$ cat src/sv/shbs_pkg.sv
package shbs_pkg;

    // stream field widths
    localparam int unsigned BYTE_W   = 8;
    localparam int unsigned WORD_W   = 32;
    localparam int unsigned IDX_W    = 3;
    localparam int unsigned OUT_TD_W = 40;

    typedef logic [WORD_W-1:0] t_word;

    // padding marker byte
    localparam logic [BYTE_W-1:0] PAD_MARK = 8'h80;
    // block fill at which the length field starts
    localparam logic [5:0]        LEN_POS  = 6'd56;
    localparam logic [5:0]        FILL_TOP = 6'd63;
    localparam logic [IDX_W-1:0]  IDX_LAST = 3'd7;

    // round constants
    function automatic t_word round_k(input logic [5:0] i);
        t_word k;
        case (i)
            6'd0:  k = 32'h428a2f98;  6'd1:  k = 32'h71374491;
            6'd2:  k = 32'hb5c0fbcf;  6'd3:  k = 32'he9b5dba5;
            6'd4:  k = 32'h3956c25b;  6'd5:  k = 32'h59f111f1;
            6'd6:  k = 32'h923f82a4;  6'd7:  k = 32'hab1c5ed5;
            6'd8:  k = 32'hd807aa98;  6'd9:  k = 32'h12835b01;
            6'd10: k = 32'h243185be;  6'd11: k = 32'h550c7dc3;
            6'd12: k = 32'h72be5d74;  6'd13: k = 32'h80deb1fe;
            6'd14: k = 32'h9bdc06a7;  6'd15: k = 32'hc19bf174;
            6'd16: k = 32'he49b69c1;  6'd17: k = 32'hefbe4786;
            6'd18: k = 32'h0fc19dc6;  6'd19: k = 32'h240ca1cc;
            6'd20: k = 32'h2de92c6f;  6'd21: k = 32'h4a7484aa;
            6'd22: k = 32'h5cb0a9dc;  6'd23: k = 32'h76f988da;
            6'd24: k = 32'h983e5152;  6'd25: k = 32'ha831c66d;
            6'd26: k = 32'hb00327c8;  6'd27: k = 32'hbf597fc7;
            6'd28: k = 32'hc6e00bf3;  6'd29: k = 32'hd5a79147;
            6'd30: k = 32'h06ca6351;  6'd31: k = 32'h14292967;
            6'd32: k = 32'h27b70a85;  6'd33: k = 32'h2e1b2138;
            6'd34: k = 32'h4d2c6dfc;  6'd35: k = 32'h53380d13;
            6'd36: k = 32'h650a7354;  6'd37: k = 32'h766a0abb;
            6'd38: k = 32'h81c2c92e;  6'd39: k = 32'h92722c85;
            6'd40: k = 32'ha2bfe8a1;  6'd41: k = 32'ha81a664b;
            6'd42: k = 32'hc24b8b70;  6'd43: k = 32'hc76c51a3;
            6'd44: k = 32'hd192e819;  6'd45: k = 32'hd6990624;
            6'd46: k = 32'hf40e3585;  6'd47: k = 32'h106aa070;
            6'd48: k = 32'h19a4c116;  6'd49: k = 32'h1e376c08;
            6'd50: k = 32'h2748774c;  6'd51: k = 32'h34b0bcb5;
            6'd52: k = 32'h391c0cb3;  6'd53: k = 32'h4ed8aa4a;
            6'd54: k = 32'h5b9cca4f;  6'd55: k = 32'h682e6ff3;
            6'd56: k = 32'h748f82ee;  6'd57: k = 32'h78a5636f;
            6'd58: k = 32'h84c87814;  6'd59: k = 32'h8cc70208;
            6'd60: k = 32'h90befffa;  6'd61: k = 32'ha4506ceb;
            6'd62: k = 32'hbef9a3f7;  6'd63: k = 32'hc67178f2;
            default: k = '0;
        endcase
        return k;
    endfunction

    // initial hash values
    function automatic t_word init_h(input logic [IDX_W-1:0] i);
        t_word h;
        case (i)
            3'd0: h = 32'h6a09e667;  3'd1: h = 32'hbb67ae85;
            3'd2: h = 32'h3c6ef372;  3'd3: h = 32'ha54ff53a;
            3'd4: h = 32'h510e527f;  3'd5: h = 32'h9b05688c;
            3'd6: h = 32'h1f83d9ab;  3'd7: h = 32'h5be0cd19;
            default: h = '0;
        endcase
        return h;
    endfunction

    function automatic t_word rotr(input t_word v, input int unsigned k);
        return (v >> k) | (v << (WORD_W - k));
    endfunction

    function automatic t_word bsig0(input t_word x);
        return rotr(x, 2) ^ rotr(x, 13) ^ rotr(x, 22);
    endfunction

    function automatic t_word bsig1(input t_word x);
        return rotr(x, 6) ^ rotr(x, 11) ^ rotr(x, 25);
    endfunction

    function automatic t_word ssig0(input t_word x);
        return rotr(x, 7) ^ rotr(x, 18) ^ (x >> 3);
    endfunction

    function automatic t_word ssig1(input t_word x);
        return rotr(x, 17) ^ rotr(x, 19) ^ (x >> 10);
    endfunction

endpackage

$ cat src/sv/sha256_byte_stream_hasher.sv
// SHA-256 hasher over a byte stream.
// Input channel (s_axis): tdata carries one message byte, tuser[0] says the
// byte is present, tlast ends the message (a byte in the same word belongs to
// the message). tready is high only while the core is idle.
// Output channel (m_axis): eight digest words per message, most significant
// first; tdata[31:0] word, tdata[34:32] word index, tlast on the eighth.
// Throughput: one byte word per cycle while a block fills; each full 64-byte
// block then stalls input for the rounds and hash update on the one round unit.
// Message end: padding goes in one byte per cycle up to the block end (one
// extra block when fewer than 9 bytes remain), then compression, then the
// 8 digest words at one per cycle while the receiver takes them.
// A stalled receiver holds the output register and the core waits in the
// output phase; input is accepted again after the eighth word is loaded.
// Reset (synchronous, i_rst_n low) loads the initial hash, clears the bit
// count and fill, and empties the output register.
module sha256_byte_stream_hasher (
    input  logic        i_clk,
    input  logic        i_rst_n,
    input  logic        i_s_axis_tvalid,
    output logic        o_s_axis_tready,
    input  logic [7:0]  i_s_axis_tdata,   // [7:0] data_byte
    input  logic        i_s_axis_tuser,   // [0] byte_valid
    input  logic        i_s_axis_tlast,   // message_end
    output logic        o_m_axis_tvalid,
    input  logic        i_m_axis_tready,
    output logic [39:0] o_m_axis_tdata,   // [31:0] digest_word, [34:32] word_index
    output logic        o_m_axis_tlast    // digest_last
);

    localparam logic [2:0] S_IDLE = 3'd0;
    localparam logic [2:0] S_COMP = 3'd1;
    localparam logic [2:0] S_FIN  = 3'd2;
    localparam logic [2:0] S_PAD  = 3'd3;
    localparam logic [2:0] S_OUT  = 3'd4;

    logic [2:0]  r_state, n_state;
    logic [5:0]  r_cnt;
    logic [5:0]  r_fill;
    logic [63:0] r_bitlen;
    logic [63:0] r_len;
    logic        r_pend;
    logic        r_p80;
    logic        r_in_len;

    shbs_pkg::t_word r_h [8];
    shbs_pkg::t_word r_v [8];
    shbs_pkg::t_word r_w [16];

    logic        r_oval;
    logic [31:0] r_oword;
    logic [2:0]  r_oidx;
    logic        r_olast;

    logic        in_acc;
    logic        push_en;
    logic [7:0]  push_byte;
    logic        blk_full;
    logic        out_free;

    shbs_pkg::t_word w_sched, w_t, t1, t2, ch, maj;

    assign in_acc   = i_s_axis_tvalid && o_s_axis_tready;
    assign out_free = !r_oval || i_m_axis_tready;
    assign o_s_axis_tready = (r_state == S_IDLE);

    // byte source: input word or padding
    always_comb begin
        push_en   = 1'b0;
        push_byte = i_s_axis_tdata;
        if (r_state == S_IDLE) begin
            push_en = in_acc && i_s_axis_tuser;
        end else if (r_state == S_PAD) begin
            push_en = 1'b1;
            if (!r_p80) begin
                push_byte = shbs_pkg::PAD_MARK;
            end else if (r_in_len || r_fill == shbs_pkg::LEN_POS) begin
                push_byte = r_len[63:56];
            end else begin
                push_byte = '0;
            end
        end
    end

    assign blk_full = push_en && (r_fill == shbs_pkg::FILL_TOP);

    // round unit
    always_comb begin
        w_sched = shbs_pkg::ssig1(r_w[14]) + r_w[9] + shbs_pkg::ssig0(r_w[1]) + r_w[0];
        w_t     = (r_cnt[5:4] == 2'd0) ? r_w[0] : w_sched;
        ch      = (r_v[4] & r_v[5]) ^ (~r_v[4] & r_v[6]);
        maj     = (r_v[0] & r_v[1]) ^ (r_v[0] & r_v[2]) ^ (r_v[1] & r_v[2]);
        t1      = r_v[7] + shbs_pkg::bsig1(r_v[4]) + ch + shbs_pkg::round_k(r_cnt) + w_t;
        t2      = shbs_pkg::bsig0(r_v[0]) + maj;
    end

    // sequencer
    always_comb begin
        n_state = r_state;
        case (r_state)
            S_IDLE: begin
                if (in_acc) begin
                    if (blk_full) begin
                        n_state = S_COMP;
                    end else if (i_s_axis_tlast) begin
                        n_state = S_PAD;
                    end
                end
            end
            S_COMP: begin
                if (r_cnt == 6'd63) begin
                    n_state = S_FIN;
                end
            end
            S_FIN: begin
                if (r_cnt[2:0] == shbs_pkg::IDX_LAST) begin
                    if (r_in_len) begin
                        n_state = S_OUT;
                    end else if (r_pend) begin
                        n_state = S_PAD;
                    end else begin
                        n_state = S_IDLE;
                    end
                end
            end
            S_PAD: begin
                if (blk_full) begin
                    n_state = S_COMP;
                end
            end
            S_OUT: begin
                if (out_free && r_cnt[2:0] == shbs_pkg::IDX_LAST) begin
                    n_state = S_IDLE;
                end
            end
            default: n_state = S_IDLE;
        endcase
    end

    // control registers
    always_ff @(posedge i_clk) begin
        if (!i_rst_n) begin
            r_state  <= S_IDLE;
            r_cnt    <= '0;
            r_fill   <= '0;
            r_bitlen <= '0;
            r_pend   <= 1'b0;
            r_p80    <= 1'b0;
            r_in_len <= 1'b0;
            r_oval   <= 1'b0;
        end else begin
            r_state <= n_state;
            if (n_state != r_state) begin
                r_cnt <= '0;
            end else if (r_state == S_COMP || r_state == S_FIN
                         || (r_state == S_OUT && out_free)) begin
                r_cnt <= r_cnt + 6'd1;
            end
            if (push_en) begin
                r_fill <= r_fill + 6'd1;
            end
            if (r_state == S_IDLE && in_acc) begin
                if (i_s_axis_tlast) begin
                    r_bitlen <= '0;
                end else if (i_s_axis_tuser) begin
                    r_bitlen <= r_bitlen + 64'd8;
                end
            end
            // padding progress: pending end mark, marker byte sent, length phase
            if (r_state == S_IDLE && in_acc) begin
                r_pend   <= i_s_axis_tlast;
                r_p80    <= 1'b0;
                r_in_len <= 1'b0;
            end else if (r_state == S_PAD) begin
                r_p80 <= 1'b1;
                if (r_p80 && r_fill == shbs_pkg::LEN_POS) begin
                    r_in_len <= 1'b1;
                end
            end
            // output register
            if (r_state == S_OUT && out_free) begin
                r_oval <= 1'b1;
            end else if (i_m_axis_tready) begin
                r_oval <= 1'b0;
            end
        end
    end

    // datapath registers
    always_ff @(posedge i_clk) begin
        // message length snapshot, shifted out a byte at a time
        if (r_state == S_IDLE && in_acc && i_s_axis_tlast) begin
            r_len <= i_s_axis_tuser ? (r_bitlen + 64'd8) : r_bitlen;
        end else if (r_state == S_PAD && r_p80 && (r_in_len || r_fill == shbs_pkg::LEN_POS)) begin
            r_len <= {r_len[55:0], 8'h00};
        end

        // block window: bytes shift in, rounds rotate or extend the schedule
        if (push_en) begin
            for (int j = 0; j < 15; j++) begin
                r_w[j] <= {r_w[j][23:0], r_w[j+1][31:24]};
            end
            r_w[15] <= {r_w[15][23:0], push_byte};
        end else if (r_state == S_COMP) begin
            for (int j = 0; j < 15; j++) begin
                r_w[j] <= r_w[j+1];
            end
            r_w[15] <= w_t;
        end

        // working variables
        if (blk_full) begin
            for (int j = 0; j < 8; j++) begin
                r_v[j] <= r_h[j];
            end
        end else if (r_state == S_COMP) begin
            r_v[0] <= t1 + t2;
            r_v[1] <= r_v[0];
            r_v[2] <= r_v[1];
            r_v[3] <= r_v[2];
            r_v[4] <= r_v[3] + t1;
            r_v[5] <= r_v[4];
            r_v[6] <= r_v[5];
            r_v[7] <= r_v[6];
        end else if (r_state == S_FIN) begin
            for (int j = 0; j < 7; j++) begin
                r_v[j] <= r_v[j+1];
            end
            r_v[7] <= r_v[0];
        end

        // hash words: IV load on reset, one add per cycle on update, IV refill on readout
        if (!i_rst_n) begin
            for (int j = 0; j < 8; j++) begin
                r_h[j] <= shbs_pkg::init_h(3'(j));
            end
        end else if (r_state == S_FIN) begin
            for (int j = 0; j < 7; j++) begin
                r_h[j] <= r_h[j+1];
            end
            r_h[7] <= r_h[0] + r_v[0];
        end else if (r_state == S_OUT && out_free) begin
            for (int j = 0; j < 7; j++) begin
                r_h[j] <= r_h[j+1];
            end
            r_h[7] <= shbs_pkg::init_h(r_cnt[2:0]);
        end

        // output payload
        if (r_state == S_OUT && out_free) begin
            r_oword <= r_h[0];
            r_oidx  <= r_cnt[2:0];
            r_olast <= (r_cnt[2:0] == shbs_pkg::IDX_LAST);
        end
    end

    assign o_m_axis_tvalid = r_oval;
    assign o_m_axis_tdata  = {5'b0, r_oidx, r_oword};
    assign o_m_axis_tlast  = r_olast;

endmodule

$ cat config.mk
export PLATFORM = sky130hd
export DESIGN_NAME = sha256_byte_stream_hasher
export DESIGN_NICKNAME = d
export VERILOG_FILES = /design/src/sv/shbs_pkg.sv /design/src/sv/sha256_byte_stream_hasher.sv
export SDC_FILE = /design/constraint.sdc
export NUM_CORES = 2
export LEC_CHECK = 0
export BUFFER_PORTS_ARGS = -buffer_cell sky130_fd_sc_hd__buf_4
export CORE_UTILIZATION = 40
export DETAILED_ROUTE_END_ITERATION = 10
export SLEW_MARGIN = 20
export SYNTH_ARGS = -nofsm -noshare
export SYNTH_HDL_FRONTEND = slang
export SYNTH_SLANG_ARGS = --single-unit
$ cat constraint.sdc
create_clock -name i_clk -period 13.6 [get_ports i_clk]
set_input_delay 0 -clock i_clk [delete_from_list [all_inputs] [get_ports i_clk]]
set_output_delay 0 -clock i_clk [all_outputs]
set_load 0.01 [all_outputs]
### After elaboration in Yosys (flattened, before gate mapping)

Memories as Yosys holds them, arrays and structs flattened. A register that Yosys moved wholly into a read port is not among the register bits.
Cells that the tools add are included.

| storage, ports and cells | value |
|---|---|
| register bits | 183 |
| input port bits | 14 |
| memory bits (read-only) | 2296 |
| word-level logic and storage cells | 244 |
| memories kept | 5 |
| output and inout port bits | 43 |
| RAM bits | 1024 |

Memories:

| memory | words | width | rd ports | clocked after Yosys merged registers in | write ports | line | RTL |
|---|---|---|---|---|---|---|---|
| (no name shown) | 64 | 32 | 1 | 1 | 0 | shbs_pkg.sv:21 | `case (i)` |
| r_w | 16 | 32 | 16 | 0 | 16 | sha256_byte_stream_hasher.sv:47 | `shbs_pkg::t_word r_w [16];` |
| r_h | 8 | 32 | 8 | 0 | 8 | sha256_byte_stream_hasher.sv:45 | `shbs_pkg::t_word r_h [8];` |
| r_v | 8 | 32 | 8 | 0 | 8 | sha256_byte_stream_hasher.sv:46 | `shbs_pkg::t_word r_v [8];` |
| (no name shown) | 8 | 31 | 1 | 1 | 0 | shbs_pkg.sv:62 | `case (i)` |

| operators by class | value |
|---|---|
| reduce and logical (&&, ||, !) cells | 22 |
| eq/ne operators | 9 |
| bitwise logic cells | 76 |
| add/subtract/negate cells | 14 |
| muxes and demuxes | 106 |

Operators by type and width:

| kind | number |
|---|---|
| $mux 32 | 60 |
| $add 32x32->32 | 11 |
| $xor 32x32->32 | 9 |
| $mux 64 | 4 |
| $and 32x32->32 | 5 |
| $add 64x4->64 const B | 1 |
| $or 1x1->1 | 48 |
| $mux 8 | 4 |
| $not 32->32 | 1 |
| $or 10x32->32 | 1 |
| $or 13x32->32 | 1 |
| $or 14x32->32 | 1 |
| $or 15x32->32 | 1 |
| $or 19x32->32 | 1 |
| $or 21x32->32 | 1 |
| $or 25x32->32 | 1 |
| $or 26x32->32 | 1 |
| $or 30x32->32 | 1 |
| $or 7x32->32 | 1 |
| $xor 32x22->32 | 1 |
| $xor 32x29->32 | 1 |
| $mux 3 | 10 |
| $mux 1 | 24 |
| $eq 6x6->1 const B | 3 |
| other kinds (17) | 35 |

### Logic depth before layout (Yosys ltp)

An unclocked memory read counts as a cell.

| depth | value |
|---|---|
| depth after elaboration | 12 |
| gate-level depth with buffers | 48 |
| mapped depth without buffers | 47 |

### Least setup slack after synthesis

OpenSTA, ideal clock, no wires.

| timing path | value |
|---|---|
| kind | flip-flop to flip-flop |
| from | register r_state[0] |
| to | memory r_w[0][0] (netlist name) (enable) |
| data arrival time | 9.230 ns |
| path slack | 0.687 ns |
| buffers on the path | 1 |
| library setup time | 3.683 ns |
| cell stages (with the launch flop) | 7 |
| period minus slack after synthesis | 12.913 ns |
| required time | 9.917 ns |
| path through | dfxtp_1 -> buf_4 -> nor2_1 -> nand2_1 -> nor2_1 -> nand2_1 -> nand2_1 |

RTL lines:

| item | line | RTL |
|---|---|---|
| from (decl) | sha256_byte_stream_hasher.sv:36 | `logic [2:0] r_state, n_state;` |
| from (signal assigned) | sha256_byte_stream_hasher.sv:151 | `r_state <= n_state;` |
| to (decl) | sha256_byte_stream_hasher.sv:47 |  |

==> impl_metrics.toml <==
[hold_path]
hp-start = "i_s_axis_tuser"
hold_depth = 3
worstHoldEndpoint = "r_bitlen[4]"
hold_class = "input pin to flop"

[die]
dieArea_um2 = 183000
start_util = 0.404
dieHeight_um = 427
die_x_um = 427
std_cell_rows = 155
io_pins = 57
coreArea_um2 = 179000

[global_routing]
grt_max_degree = 169
grt_remaining_overflow = 0
grt_pass1_vias = 52400
antenna_found_initial = 3
grt_pass1_wl_um = 347000
grt_use_total = 0.254

[cts]
clockBufferDepth = 3
worstSkewPairLatency_ns = 0.81
clk_pin_slew_worst_paths_ns = 0.07
ctsHoldBuffers = 13
root_buffer = "clkbuf_16"
cts_buffers = 146
post_cts_buffers = 0
cts_tree = "built"
htree_levels = 4
cts_sinks = 1263
cts_resized = 0

[worst_setup_path]
rrSetupSlack_ns = 2.10
crit_top_cell = "inv_1"
cp.buffers_inverters = 7
required_ns = 14.16
r2r-end = "r_v[0][31]"
critPathSlowestCell = "fa_1"
reg2regPathDepth = 42
reg2reg_from = "r_w[0][41]"
cp-start-kind = "flop"
critPathCaptureType = "flop"
crit_type = "flop to flop"
crit_cells = 42
cpPeakStageDelay_ns = 0.53
arrival_ns = 12.07
cp_top_family = "compound AO/OA/AOI/OAI gates"
worstPathMaxFanout = 7

[placement]
port_buffers = 51
place_congestion = 0.989
dp_hpwl_um = 164000

[sta]
fin_crit_sh = 0.846
tightest_slew_ns = 1.08
maxSlewHeadroom = 0.278
rsz0062_at_grt = "false"
skew_ns = 0.0449
hold_viol_final = 0
fin_crit_ns = 11.50
fmax_mhz = 86.9
setup_viol = 0
setup_tns_ns = 0
finalMaxSlewViolations = 0

[logic_synthesis]
ys_seq_area_frac = 0.505
synth.distinct_cells = 103
avgSynthCellArea_um2 = 9.61
synthCells = 7528
async_reset_ff_frac = 0
synth_edf_count = 1120
yosys_register_bits = 1263
ys.flop_type = "edfxtp_1"
syn_area_um2 = 72300
ys_warn_count = 0

[route]
finalWirelength_um = 235000
top_layer = "met5"
drt_iter0_drc = 6237
avgRoutedWirePerCell_um = 23.9
drtPass1Iterations = 9
vias = 55100
ant_nets = 0
m1WireLength_um = 102000
viasPerCell = 5.62
wl_met2_um = 105000
wl_met3_um = 18800
drc_errors = 0

[final_layout]
num-nets-final = 7719
layout-drive-gt1-share = 0.0594
syn2layout_area_growth_pct = 9.84

[outcome]
status = "finished, final reports clean"

[run]
maxCapViolCount = 0
-- kinds of logic (layout without fill, tap and decap cells) --
group | count (synthesis) | after routing | synth area share
compound gates | 1359 | 1359 | 0.120
xor+xnor | 443 | 443 | 0.0538
fa+ha+maj | 369 | 369 | 0.0832
buf+inv | 939 | 861 | 0.0507
flops | 1263 | 1263 | 0.505
mux | 58 | 58 | 0.00836
other cells | 1 | 6 | 0.0000519
simple gates | 3096 | 3096 | 0.180
-- worst register-to-register path, delay by kind of cell (launching register included) --
family,cells,cell delay [ns]
XOR/XNOR,4,1.10
flip-flops,1,0.50
buffers and inverters,7,0.46
multiplexers,1,0.14
AND/OR/NAND/NOR,5,0.93
adder cells (fa/ha/maj),9,3.67
AO/OA/AOI/OAI,16,4.44
-- through the flow --
stage,instances,setup slack (ns),instance area [um2],utilization,hold WS [ns]
2_1_floorplan,7532,0.687,72300,-,0.237
3_3_place_gp,9533,2.21,74500,0.416,0.357
3_5_place_dp,9533,2.28,74500,0.416,0.378
4_1_cts,9808,2.20,79400,0.443,0.0480
5_1_grt,9810,1.51,79400,0.444,0.125
6_report,9810,2.10,79400,0.444,0.113
-- routing by layer --
metal | vias to the layer above | GRT usage
li1 | 25300 | -
met1 | 27100 | 0.359
met2 | 2265 | 0.387
met3 | 438 | 0.0465
met4 | 2 | 0.0948
met5 | - | 0
-- Yosys cell counts (31+ instances only) --
cell type	number	area share
and2_1	38	0.0033
xnor2_1	296	0.036
clkbuf_1	424	0.022
edfxtp_1	1120	0.47
ha_1	177	0.031
mux2i_1	51	0.0071
o22ai_1	150	0.013
a21o_1	100	0.010
a21oi_1	284	0.020
o21ai_0	346	0.024
nor3_1	52	0.0036
fa_1	188	0.052
o211ai_1	44	0.0046
dfxtp_1	143	0.040
o31ai_1	31	0.0032
nand3_1	74	0.0051
nand2b_1	123	0.011
a22oi_1	80	0.0083
and3_1	154	0.013
inv_1	428	0.022
xor2_1	146	0.018
a31oi_1	54	0.0047
nor2_1	531	0.028
nand2_1	1991	0.10
-- registers in the layout, summed over array words and instances, names as in the netlist, named ones only --
name / count
o_m_axis_tvalid: 1
r_oidx: 3
o_m_axis_tlast: 1
r_len: 61
r_bitlen: 61
r_p80: 1
r_w: 512
r_state: 3
r_oword: 32
r_h: 256
r_pend: 1
r_in_len: 1
r_cnt: 6
r_v: 256
r_fill: 6
-- how the worst max path moves through the flow --
stage                     from  slack (ns)          to
finish              r_w[0][41]        2.10  r_v[0][31]
detailed placement  r_w[0][41]        2.28  r_v[0][31]
global route        r_w[0][41]        1.51  r_v[0][31]
floorplan           r_state[0]        0.69   r_w[0][0]
global placement    r_w[0][41]        2.21  r_v[0][31]
CTS                 r_w[0][41]        2.20  r_v[0][31]
-- final cells by class --
class | count | area, um2
fill | 17100 | 99600
sequential | 1263 | 36500
multi-input combinational | 5330 | 32300
clock buffer | 187 | 3880
tap | 2355 | 2950
inverter | 433 | 1630
timing repair buffer | 166 | 1330
clock inverter | 75 | 826
antenna | 1 | 2.50
-- cells in the final DEF (no fill, tap or decap), types with 154 or more instances in the layout --
cell type  count
a21oi_1      284
inv_1        424
edfxtp_1    1120
xnor2_1      296
o21ai_0      342
nor2_1       523
and3_1       154
ha_1         176
fa_1         188
nand2_1     1984
Power is not shown: default switching activity piles up to over one toggle a cycle in this logic, so the estimate is an artifact.
